===== src/design/keypad_passcode_lock_unit_macros.svh =====
// ----------------------------------------------------------------------------
// keypad passcode lock assertion macros
// shared property forms used by the lock's concurrent checks
// ----------------------------------------------------------------------------
`ifndef KEYPAD_PASSCODE_LOCK_UNIT_MACROS_SVH
`define KEYPAD_PASSCODE_LOCK_UNIT_MACROS_SVH

// same-cycle implication, checked outside reset
`define KPL_ASSERT_IMP(label, clk, rst_n, ante, cons, msg) \
    label: assert property (@(posedge clk) disable iff (!(rst_n)) (ante) |-> (cons)) \
        else $error(msg);

// next-cycle implication, checked outside reset
`define KPL_ASSERT_NXT(label, clk, rst_n, ante, cons, msg) \
    label: assert property (@(posedge clk) disable iff (!(rst_n)) (ante) |=> (cons)) \
        else $error(msg);

`endif


===== src/design/kpl_pkg.sv =====
// ----------------------------------------------------------------------------
// kpl_pkg
// types and constants for the keypad passcode lock
// ----------------------------------------------------------------------------
package kpl_pkg;

    localparam int KEY_W      = 8;
    localparam int ST_W       = 3;
    localparam int DCNT_W     = 3;
    localparam int NIB_W      = 4;
    localparam int SECRET_W   = 24;
    localparam int SECRET_NIB = SECRET_W / NIB_W;
    localparam int MISS_W     = 4;
    localparam int CD_W       = 32;
    localparam int CFG_IDX_W  = 3;
    localparam int CFG_DATA_W = 32;

    typedef logic [ST_W-1:0] status_t;

    localparam status_t ST_OK            = 3'd0;
    localparam status_t ST_INCOMPLETE    = 3'd1;
    localparam status_t ST_INVALID       = 3'd2;
    localparam status_t ST_VALID         = 3'd3;
    localparam status_t ST_COOLDOWN      = 3'd4;
    localparam status_t ST_REQUIRE_RESET = 3'd5;

    localparam logic CMD_KEY  = 1'b0;
    localparam logic CMD_TICK = 1'b1;

    localparam logic [KEY_W-1:0] KEY_ZERO = 8'h30;
    localparam logic [KEY_W-1:0] KEY_NINE = 8'h39;

    typedef logic [CFG_IDX_W-1:0] cfg_idx_t;

    localparam cfg_idx_t CFG_SECRET    = 3'd0;
    localparam cfg_idx_t CFG_POP_KEY   = 3'd1;
    localparam cfg_idx_t CFG_VAL_KEY   = 3'd2;
    localparam cfg_idx_t CFG_MAX_MISS  = 3'd3;
    localparam cfg_idx_t CFG_COOLDOWN  = 3'd4;

    localparam logic [KEY_W-1:0]  RST_POP_KEY  = 8'd42;
    localparam logic [KEY_W-1:0]  RST_VAL_KEY  = 8'd35;
    localparam logic [MISS_W-1:0] RST_MAX_MISS = 4'd3;
    localparam logic [CD_W-1:0]   RST_COOLDOWN = 32'd30;

endpackage


===== src/design/keypad_passcode_lock_unit.sv =====
// ----------------------------------------------------------------------------
// keypad passcode lock unit
// Keypad combination lock with a miss counter, a cooldown and a final
// lockout. Each input beat is either a key press or one tick of time; every
// key press gives exactly one result beat (status, digits held, lock flag),
// ticks give none and only advance a running cooldown. One beat is taken
// every clock cycle while no key beat waits on the result side. A beat is
// held in the input register; its whole state update (entry buffer, digit
// compare, miss and cooldown counters) is one combinational pass into the
// result register that offers a key's result. The result register stalls only
// key beats when the result side holds off; ticks pass through regardless.
// Configuration is written through cfg_we / cfg_index / cfg_wdata.
// ----------------------------------------------------------------------------
`include "keypad_passcode_lock_unit_macros.svh"

module keypad_passcode_lock_unit #(
    parameter int DIGITS = 6
) (
    input  logic                           aclk,
    input  logic                           aresetn,

    input  logic                           cfg_we,
    input  logic [kpl_pkg::CFG_IDX_W-1:0]  cfg_index,
    input  logic [kpl_pkg::CFG_DATA_W-1:0] cfg_wdata,

    input  logic                           s_valid,
    output logic                           s_ready,
    input  logic                           s_cmd,
    input  logic [kpl_pkg::KEY_W-1:0]      s_key_code,

    output logic                           m_valid,
    input  logic                           m_ready,
    output logic [kpl_pkg::ST_W-1:0]       m_status,
    output logic [kpl_pkg::DCNT_W-1:0]     m_digits_entered,
    output logic                           m_locked
);
    import kpl_pkg::*;

    localparam int CNT_W = $clog2(DIGITS + 1);
    localparam int IDX_W = (DIGITS > 1) ? $clog2(DIGITS) : 1;

    // configuration
    logic [SECRET_W-1:0] secret_reg;
    logic [KEY_W-1:0]    pop_key_reg;
    logic [KEY_W-1:0]    val_key_reg;
    logic [MISS_W-1:0]   max_miss_reg;
    logic [CD_W-1:0]     cd_ticks_reg;

    // input stage
    logic             in_valid_reg;
    logic             cmd_reg;
    logic [KEY_W-1:0] key_reg;

    // lock state
    logic [NIB_W-1:0]  entry_store_reg [DIGITS];
    logic [CNT_W-1:0]  entry_count_reg, entry_count_next;
    logic [MISS_W-1:0] miss_count_reg, miss_count_next;
    logic              cd_started_reg, cd_started_next;
    logic [CD_W-1:0]   cd_elapsed_reg, cd_elapsed_next;
    logic              lockout_reg, lockout_next;

    // result stage
    logic              m_valid_reg;
    status_t           m_status_reg;
    logic [DCNT_W-1:0] m_digits_reg;
    logic              m_locked_reg;

    logic              advance;
    status_t           status_next;
    logic              store_we;
    logic [IDX_W-1:0]  store_idx;
    logic [NIB_W-1:0]  store_digit;
    logic [KEY_W-1:0]  key_sub;
    logic [MISS_W-1:0] miss_inc;
    logic              entry_full;
    logic              entry_match;
    logic [NIB_W-1:0]  secret_nib [DIGITS];
    logic [CNT_W+DCNT_W-1:0] cnt_ext;

    // key items wait on the result register, ticks never do
    assign advance = in_valid_reg & ((cmd_reg == CMD_TICK) | ~m_valid_reg | m_ready);
    assign s_ready = ~in_valid_reg | advance;

    always_ff @(posedge aclk) begin
        if (!aresetn) begin
            secret_reg   <= '0;
            pop_key_reg  <= RST_POP_KEY;
            val_key_reg  <= RST_VAL_KEY;
            max_miss_reg <= RST_MAX_MISS;
            cd_ticks_reg <= RST_COOLDOWN;
        end else if (cfg_we) begin
            unique case (cfg_index)
                CFG_SECRET:   secret_reg   <= cfg_wdata[SECRET_W-1:0];
                CFG_POP_KEY:  pop_key_reg  <= cfg_wdata[KEY_W-1:0];
                CFG_VAL_KEY:  val_key_reg  <= cfg_wdata[KEY_W-1:0];
                CFG_MAX_MISS: max_miss_reg <= cfg_wdata[MISS_W-1:0];
                CFG_COOLDOWN: cd_ticks_reg <= cfg_wdata[CD_W-1:0];
                default: ;
            endcase
        end
    end

    always_ff @(posedge aclk) begin
        if (!aresetn) begin
            in_valid_reg <= 1'b0;
        end else if (s_ready) begin
            in_valid_reg <= s_valid;
        end
    end

    always_ff @(posedge aclk) begin
        if (s_valid && s_ready) begin
            cmd_reg <= s_cmd;
            key_reg <= s_key_code;
        end
    end

    // secret digits past the packed field compare against zero
    for (genvar i = 0; i < DIGITS; i++) begin : g_secret
        if (i < SECRET_NIB) begin : g_in
            assign secret_nib[i] = secret_reg[NIB_W*i +: NIB_W];
        end else begin : g_out
            assign secret_nib[i] = '0;
        end
    end

    always_comb begin
        entry_match = 1'b1;
        for (int i = 0; i < DIGITS; i++) begin
            if (entry_store_reg[i] != secret_nib[i]) begin
                entry_match = 1'b0;
            end
        end
    end

    assign entry_full  = (entry_count_reg == CNT_W'(DIGITS));
    assign key_sub     = key_reg - KEY_ZERO;
    assign store_digit = key_sub[NIB_W-1:0];
    assign store_idx   = entry_count_reg[IDX_W-1:0];
    assign miss_inc    = miss_count_reg + MISS_W'(1);

    always_comb begin
        entry_count_next = entry_count_reg;
        miss_count_next  = miss_count_reg;
        cd_started_next  = cd_started_reg;
        cd_elapsed_next  = cd_elapsed_reg;
        lockout_next     = lockout_reg;
        status_next      = ST_OK;
        store_we         = 1'b0;
        if (advance) begin
            if (cmd_reg == CMD_TICK) begin
                if (cd_started_reg && (cd_elapsed_reg != '1)) begin
                    cd_elapsed_next = cd_elapsed_reg + CD_W'(1);
                end
            end else begin
                priority if (key_reg == pop_key_reg) begin
                    if (entry_count_reg != '0) begin
                        entry_count_next = entry_count_reg - CNT_W'(1);
                    end
                end else if (key_reg == val_key_reg) begin
                    priority if (lockout_reg) begin
                        entry_count_next = '0;
                        status_next      = ST_REQUIRE_RESET;
                    end else if (cd_started_reg && (cd_elapsed_reg < cd_ticks_reg)) begin
                        entry_count_next = '0;
                        status_next      = ST_COOLDOWN;
                    end else if (!entry_full) begin
                        status_next = ST_INCOMPLETE;
                    end else begin
                        entry_count_next = '0;
                        if (entry_match) begin
                            status_next     = ST_VALID;
                            miss_count_next = '0;
                            cd_started_next = 1'b0;
                            cd_elapsed_next = '0;
                        end else if (cd_started_reg) begin
                            // wrong final try after the cooldown
                            status_next  = ST_INVALID;
                            lockout_next = 1'b1;
                        end else begin
                            status_next     = ST_INVALID;
                            miss_count_next = miss_inc;
                            if (miss_inc == max_miss_reg) begin
                                cd_started_next = 1'b1;
                                cd_elapsed_next = '0;
                            end
                        end
                    end
                end else if ((key_reg >= KEY_ZERO) && (key_reg <= KEY_NINE)) begin
                    if (!entry_full) begin
                        store_we         = 1'b1;
                        entry_count_next = entry_count_reg + CNT_W'(1);
                    end
                end else begin
                    status_next = ST_OK;
                end
            end
        end
    end

    always_ff @(posedge aclk) begin
        if (store_we) begin
            entry_store_reg[store_idx] <= store_digit;
        end
    end

    always_ff @(posedge aclk) begin
        if (!aresetn) begin
            entry_count_reg <= '0;
            miss_count_reg  <= '0;
            cd_started_reg  <= 1'b0;
            cd_elapsed_reg  <= '0;
            lockout_reg     <= 1'b0;
        end else begin
            entry_count_reg <= entry_count_next;
            miss_count_reg  <= miss_count_next;
            cd_started_reg  <= cd_started_next;
            cd_elapsed_reg  <= cd_elapsed_next;
            lockout_reg     <= lockout_next;
        end
    end

    assign cnt_ext = {{DCNT_W{1'b0}}, entry_count_next};

    always_ff @(posedge aclk) begin
        if (!aresetn) begin
            m_valid_reg <= 1'b0;
        end else if (advance && (cmd_reg == CMD_KEY)) begin
            m_valid_reg <= 1'b1;
        end else if (m_ready) begin
            m_valid_reg <= 1'b0;
        end
    end

    always_ff @(posedge aclk) begin
        if (advance && (cmd_reg == CMD_KEY)) begin
            m_status_reg <= status_next;
            m_digits_reg <= cnt_ext[DCNT_W-1:0];
            m_locked_reg <= lockout_next;
        end
    end

    assign m_valid          = m_valid_reg;
    assign m_status         = m_status_reg;
    assign m_digits_entered = m_digits_reg;
    assign m_locked         = m_locked_reg;

    `KPL_ASSERT_NXT(a_lockout_sticks, aclk, aresetn, lockout_reg, lockout_reg,
        "lockout cleared without reset")
    `KPL_ASSERT_IMP(a_elapsed_only_in_cooldown, aclk, aresetn, cd_elapsed_reg != '0,
        cd_started_reg, "cooldown ticks counted with no cooldown running")
    `KPL_ASSERT_IMP(a_reset_status_locked, aclk, aresetn,
        m_valid_reg && (m_status_reg == ST_REQUIRE_RESET), m_locked_reg,
        "require-reset reported while not locked")
    `KPL_ASSERT_IMP(a_answer_clears_entry, aclk, aresetn,
        m_valid_reg && ((m_status_reg == ST_VALID) || (m_status_reg == ST_INVALID) ||
        (m_status_reg == ST_COOLDOWN) || (m_status_reg == ST_REQUIRE_RESET)),
        m_digits_reg == '0, "validate answer left digits in the entry")

endmodule


===== config.mk =====
export PLATFORM = sky130hd
export DESIGN_NAME = keypad_passcode_lock_unit
export DESIGN_NICKNAME = d
export VERILOG_FILES = /design/src/design/kpl_pkg.sv /design/src/design/keypad_passcode_lock_unit.sv
export VERILOG_INCLUDE_DIRS = /design/src /design/src/design
export SDC_FILE = /design/constraint.sdc
export NUM_CORES = 1
export LEC_CHECK = 0
export BUFFER_PORTS_ARGS = -buffer_cell sky130_fd_sc_hd__buf_2
export CELL_PAD_IN_SITES_DETAIL_PLACEMENT = 1
export CELL_PAD_IN_SITES_GLOBAL_PLACEMENT = 1
export CORE_ASPECT_RATIO = 0.5
export CORE_UTILIZATION = 30
export DETAILED_ROUTE_END_ITERATION = 10
export PLACE_DENSITY = 0.55
export SETUP_SLACK_MARGIN = 0.5
export SLEW_MARGIN = 5
export SYNTH_ARGS = -nofsm -noshare
export SYNTH_HDL_FRONTEND = slang
export SYNTH_SLANG_ARGS = --single-unit

===== constraint.sdc =====
create_clock -name aclk -period 4.65 [get_ports aclk]
set_clock_uncertainty 0.15 [all_clocks]
set_input_delay 0.465 -clock aclk [delete_from_list [all_inputs] [get_ports aclk]]
set_output_delay 0.465 -clock aclk [all_outputs]
set_load 0.02 [all_outputs]

==> flow_metrics.py <==
metrics = {
    "run_status": {
        "status": "finished, final reports clean",
    },
    "worst_setup_path": {
        "critical_path_class": "flip-flop to flip-flop",
        "cpMostUsedCell": "buf_4",
        "path_max_fanout": 10,
        "critPathSlowestCell": "or4_4",
        "startpoint": "cd_ticks_reg[30]$_SDFFE_PN0P_",
        "path_delay_family": "simple AND/OR/NAND/NOR gates",
        "cp_slowest_stage_delay_ns": 0.62,
        "worstPathCellList": "inv_1 > ha_1 > nand4_1 > or4_4 > or4_1 > o32ai_2 > o21ai_1 > o31ai_4 > buf_4 > buf_4 > a21oi_1",
        "worst_setup_path_end_kind": "flip-flop",
        "path_buf_inv": 3,
        "arrival_ns": 4.08,
        "r2r_start": "cd_ticks_reg[30]$_SDFFE_PN0P_",
        "startpoint_type": "flip-flop",
        "required_ns": 4.83,
    },
    "synthesis": {
        "synthCells": 864,
        "yosysSeqAreaShare_pct": 46.2,
        "netlist.area_leader.share_pct": 30.7,
        "yosys_warnings": 0,
        "yosys-top-cells-area": "dfxtp_1, edfxtp_1, nand2_1",
        "synth_edf_count": 40,
        "avgSynthCellArea_sq_um": 8.98,
        "syn-num-nets": 951,
        "yosys.area.top_type": "dfxtp_1",
        "synthFlopType": "dfxtp_1",
        "yosysUniqueCellTypes": 54,
        "syn_area_sq_mm": 0.00776,
        "synthArstFlopShare_pct": 0,
        "ys_seq_elements": 159,
    },
    "timing": {
        "post-route-period-util_pct": 83.9,
        "maxSlewHeadroom_pct": 31.5,
        "period_needed_ns": 3.90,
        "hold_slack_ns": 0.0374,
        "worst_slew_pin_slew_ns": 1.03,
        "finalSetupTns_ns": 0,
        "setup_ws_ns": 0.748,
        "fmax_mhz": 256,
        "drv_slew": 0,
        "rsz0062_at_grt": "false",
        "timing_hold_violations_final": 0,
        "setup_violations": 0,
    },
    "routing": {
        "viasPerCell": 4.92,
        "first_pass_iters": 6,
        "ant_nets": 0,
        "wirelength_um": 22700,
        "via_count": 6264,
        "drc": 0,
        "wl_per_cell_um": 17.8,
        "drt-initial-drc-count": 281,
    },
    "run": {
        "maxCapViolCount": 0,
    },
    "clock_tree": {
        "h-tree-depth": 4,
        "cts_tree": "yes",
        "path_clk_slew_ns": 0.07,
        "cts_inserted_buffers": 17,
        "clockRootBuffer": "clkbuf_16",
        "cts_buffer_depth": 2,
        "cts_resized": 0,
        "clock_latency_ns": 0.45,
        "post_cts_buffers": 0,
        "hold_buffers": 0,
        "cts_sinks": 159,
    },
    "placement": {
        "place_congestion": 0.809,
        "port_buffers": 57,
        "dpl.hpwl_um": 16900,
        "preCtsSetupSlack_ns": 0.728,
    },
    "floorplanning": {
        "ioPinCount": 58,
        "die-area_sq_mm": 0.0266,
        "die_h_um": 116,
        "die_x_um": 229,
        "core_area_sq_mm": 0.0253,
        "std_cell_rows": 41,
        "start_util_pct": 30.7,
    },
    "global_routing": {
        "grt_pass1_vias": 6468,
        "antenna_found_initial": 0,
        "track_usage_pct": 18.1,
        "grt_pass1_wl_um": 36300,
        "grt_max_degree": 90,
        "grt_overflow": 0,
    },
    "final_layout": {
        "antenna_cells": 0,
        "final_core_util_pct": 35.4,
        "syn2layout_area_growth_pct": 15.2,
        "final_nets": 1004,
        "layout-drive-gt1-share_pct": 10.9,
    },
    "power_and_ir_drop": {
        "p_leak_uw": 0.00325,
        "p_per_area_mw_per_mm2": 327,
        "p_total_uw": 2920,
        "peakVddDrop_mv": 0.248,
    },
    "worst_hold_path": {
        "hp-class": "primary input to flip-flop",
        "hp-start": "s_key_code[4]",
    },
}
[final cells by class]
type | count | area (sq um)
Fill cell | 2950 | 16300
Multi-Input combinational cell | 631 | 3900
Sequential cell | 159 | 3580
Clock buffer | 22 | 454
Tap cell | 344 | 430
Timing Repair Buffer | 66 | 353
Inverter | 42 | 158
Clock inverter | 10 | 67.6
[path summary, 6_finish.rpt]
path,to,slack (ns),depth (start not counted)
setup / recovery,cd_elapsed_reg[26]$_SDFFE_PN0P_,0.75,11
hold / removal,key_reg[4]$_DFFE_PP_,0.04,1
setup reg to reg,cd_elapsed_reg[26]$_SDFFE_PN0P_,0.75,11
hold reg to reg,cd_ticks_reg[15]$_SDFFE_PN0P_,0.32,2
[placed cells by master, fill, tap and decap left out, drive strengths merged, types with 9 or more instances in the layout]
master and instances:
a21boi 68, a21oi 26, buf 66, clkbuf 22, dfxtp 119, edfxtp 40
ha 38, inv 43, mux2i 9, nand2 184, nand2b 10, nand3 29
nand4 19, nor2 44, nor3 18, nor4 17, o211ai 9, o21ai 24
xnor2 35, xor2 26
[metrics by stage]
| step | instances | area (sq um) |
|---|---|---|
| after floorplan | 864 | 7760 |
| after global placement | 1242 | 8420 |
| after detailed placement | 1242 | 8420 |
| after CTS | 1274 | 8940 |
| after global routing | 1274 | 8940 |
| final | 1274 | 8940 |
[kinds of logic (layout without fill, tap and decap cells)]
logic type | after synthesis | in the layout | share of synthesized area, %
simple gates | 371 | 371 | 22.4
flops | 159 | 159 | 46.2
compound gates | 152 | 152 | 13.6
buf+inv | 74 | 140 | 3.72
xor+xnor | 61 | 61 | 6.88
fa+ha+maj | 38 | 38 | 6.13
mux | 9 | 9 | 1.16
[metal layers]
metal | wire, um | GRT usage, % | share of wire (%) | vias up
li1 | - | - | - | 3102
met2 | 10100 | 29.1 | 44 | 60
met1 | 11700 | 24.3 | 51 | 3079
met3 | 624 | 4.26 | 2.7 | 23
met5 | 0 | 0 | 0 | -
met4 | 314 | 5.24 | 1.4 | 0
[power breakdown]
part	switching [uW]	leakage, uW	internal (uW)	total [uW]
sequential	24.1	0.00133	1440	1460
combinational	95.4	0.00167	65.2	161
clock	603	0.000248	694	1300
total	722	0.00325	2200	2920
[cell usage after synthesis (2+ instances only)]
| cell | count |
|---|---|
| mux2i_1 | 9 |
| dfxtp_1 | 119 |
| o31a_1 | 2 |
| a311oi_1 | 2 |
| and3_1 | 7 |
| o21a_1 | 2 |
| xnor2_1 | 35 |
| and4_1 | 5 |
| nor2_1 | 44 |
| a21boi_0 | 68 |
| nor2b_1 | 6 |
| nor4_1 | 17 |
| o21ai_0 | 23 |
| nand2b_1 | 10 |
| buf_2 | 3 |
| nand2_1 | 184 |
| nand4_1 | 19 |
| or4_1 | 5 |
| clkbuf_1 | 28 |
| o211ai_1 | 9 |
| a211oi_1 | 2 |
| nand3_1 | 29 |
| a21o_1 | 2 |
| a31oi_1 | 2 |
| a22oi_1 | 2 |
| a21oi_1 | 26 |
| inv_1 | 42 |
| xor2_1 | 26 |
| and3b_1 | 2 |
| and2_1 | 8 |
| nor3_1 | 17 |
| ha_1 | 38 |
| or2_2 | 2 |
| edfxtp_1 | 40 |
| or3_1 | 8 |
| nand3b_1 | 3 |
[worst reg2reg max path, stage by stage (launching register included)]
cell and delay (ns):
dfxtp_1 0.33, inv_1 0.05, ha_1 0.31, nand4_1 0.19
or4_4 0.62, or4_1 0.43, o32ai_2 0.28, o21ai_1 0.33
o31ai_4 0.56, buf_4 0.28, buf_4 0.20, a21oi_1 0.06
No activity file was read; power rests on OpenSTA's default activity.
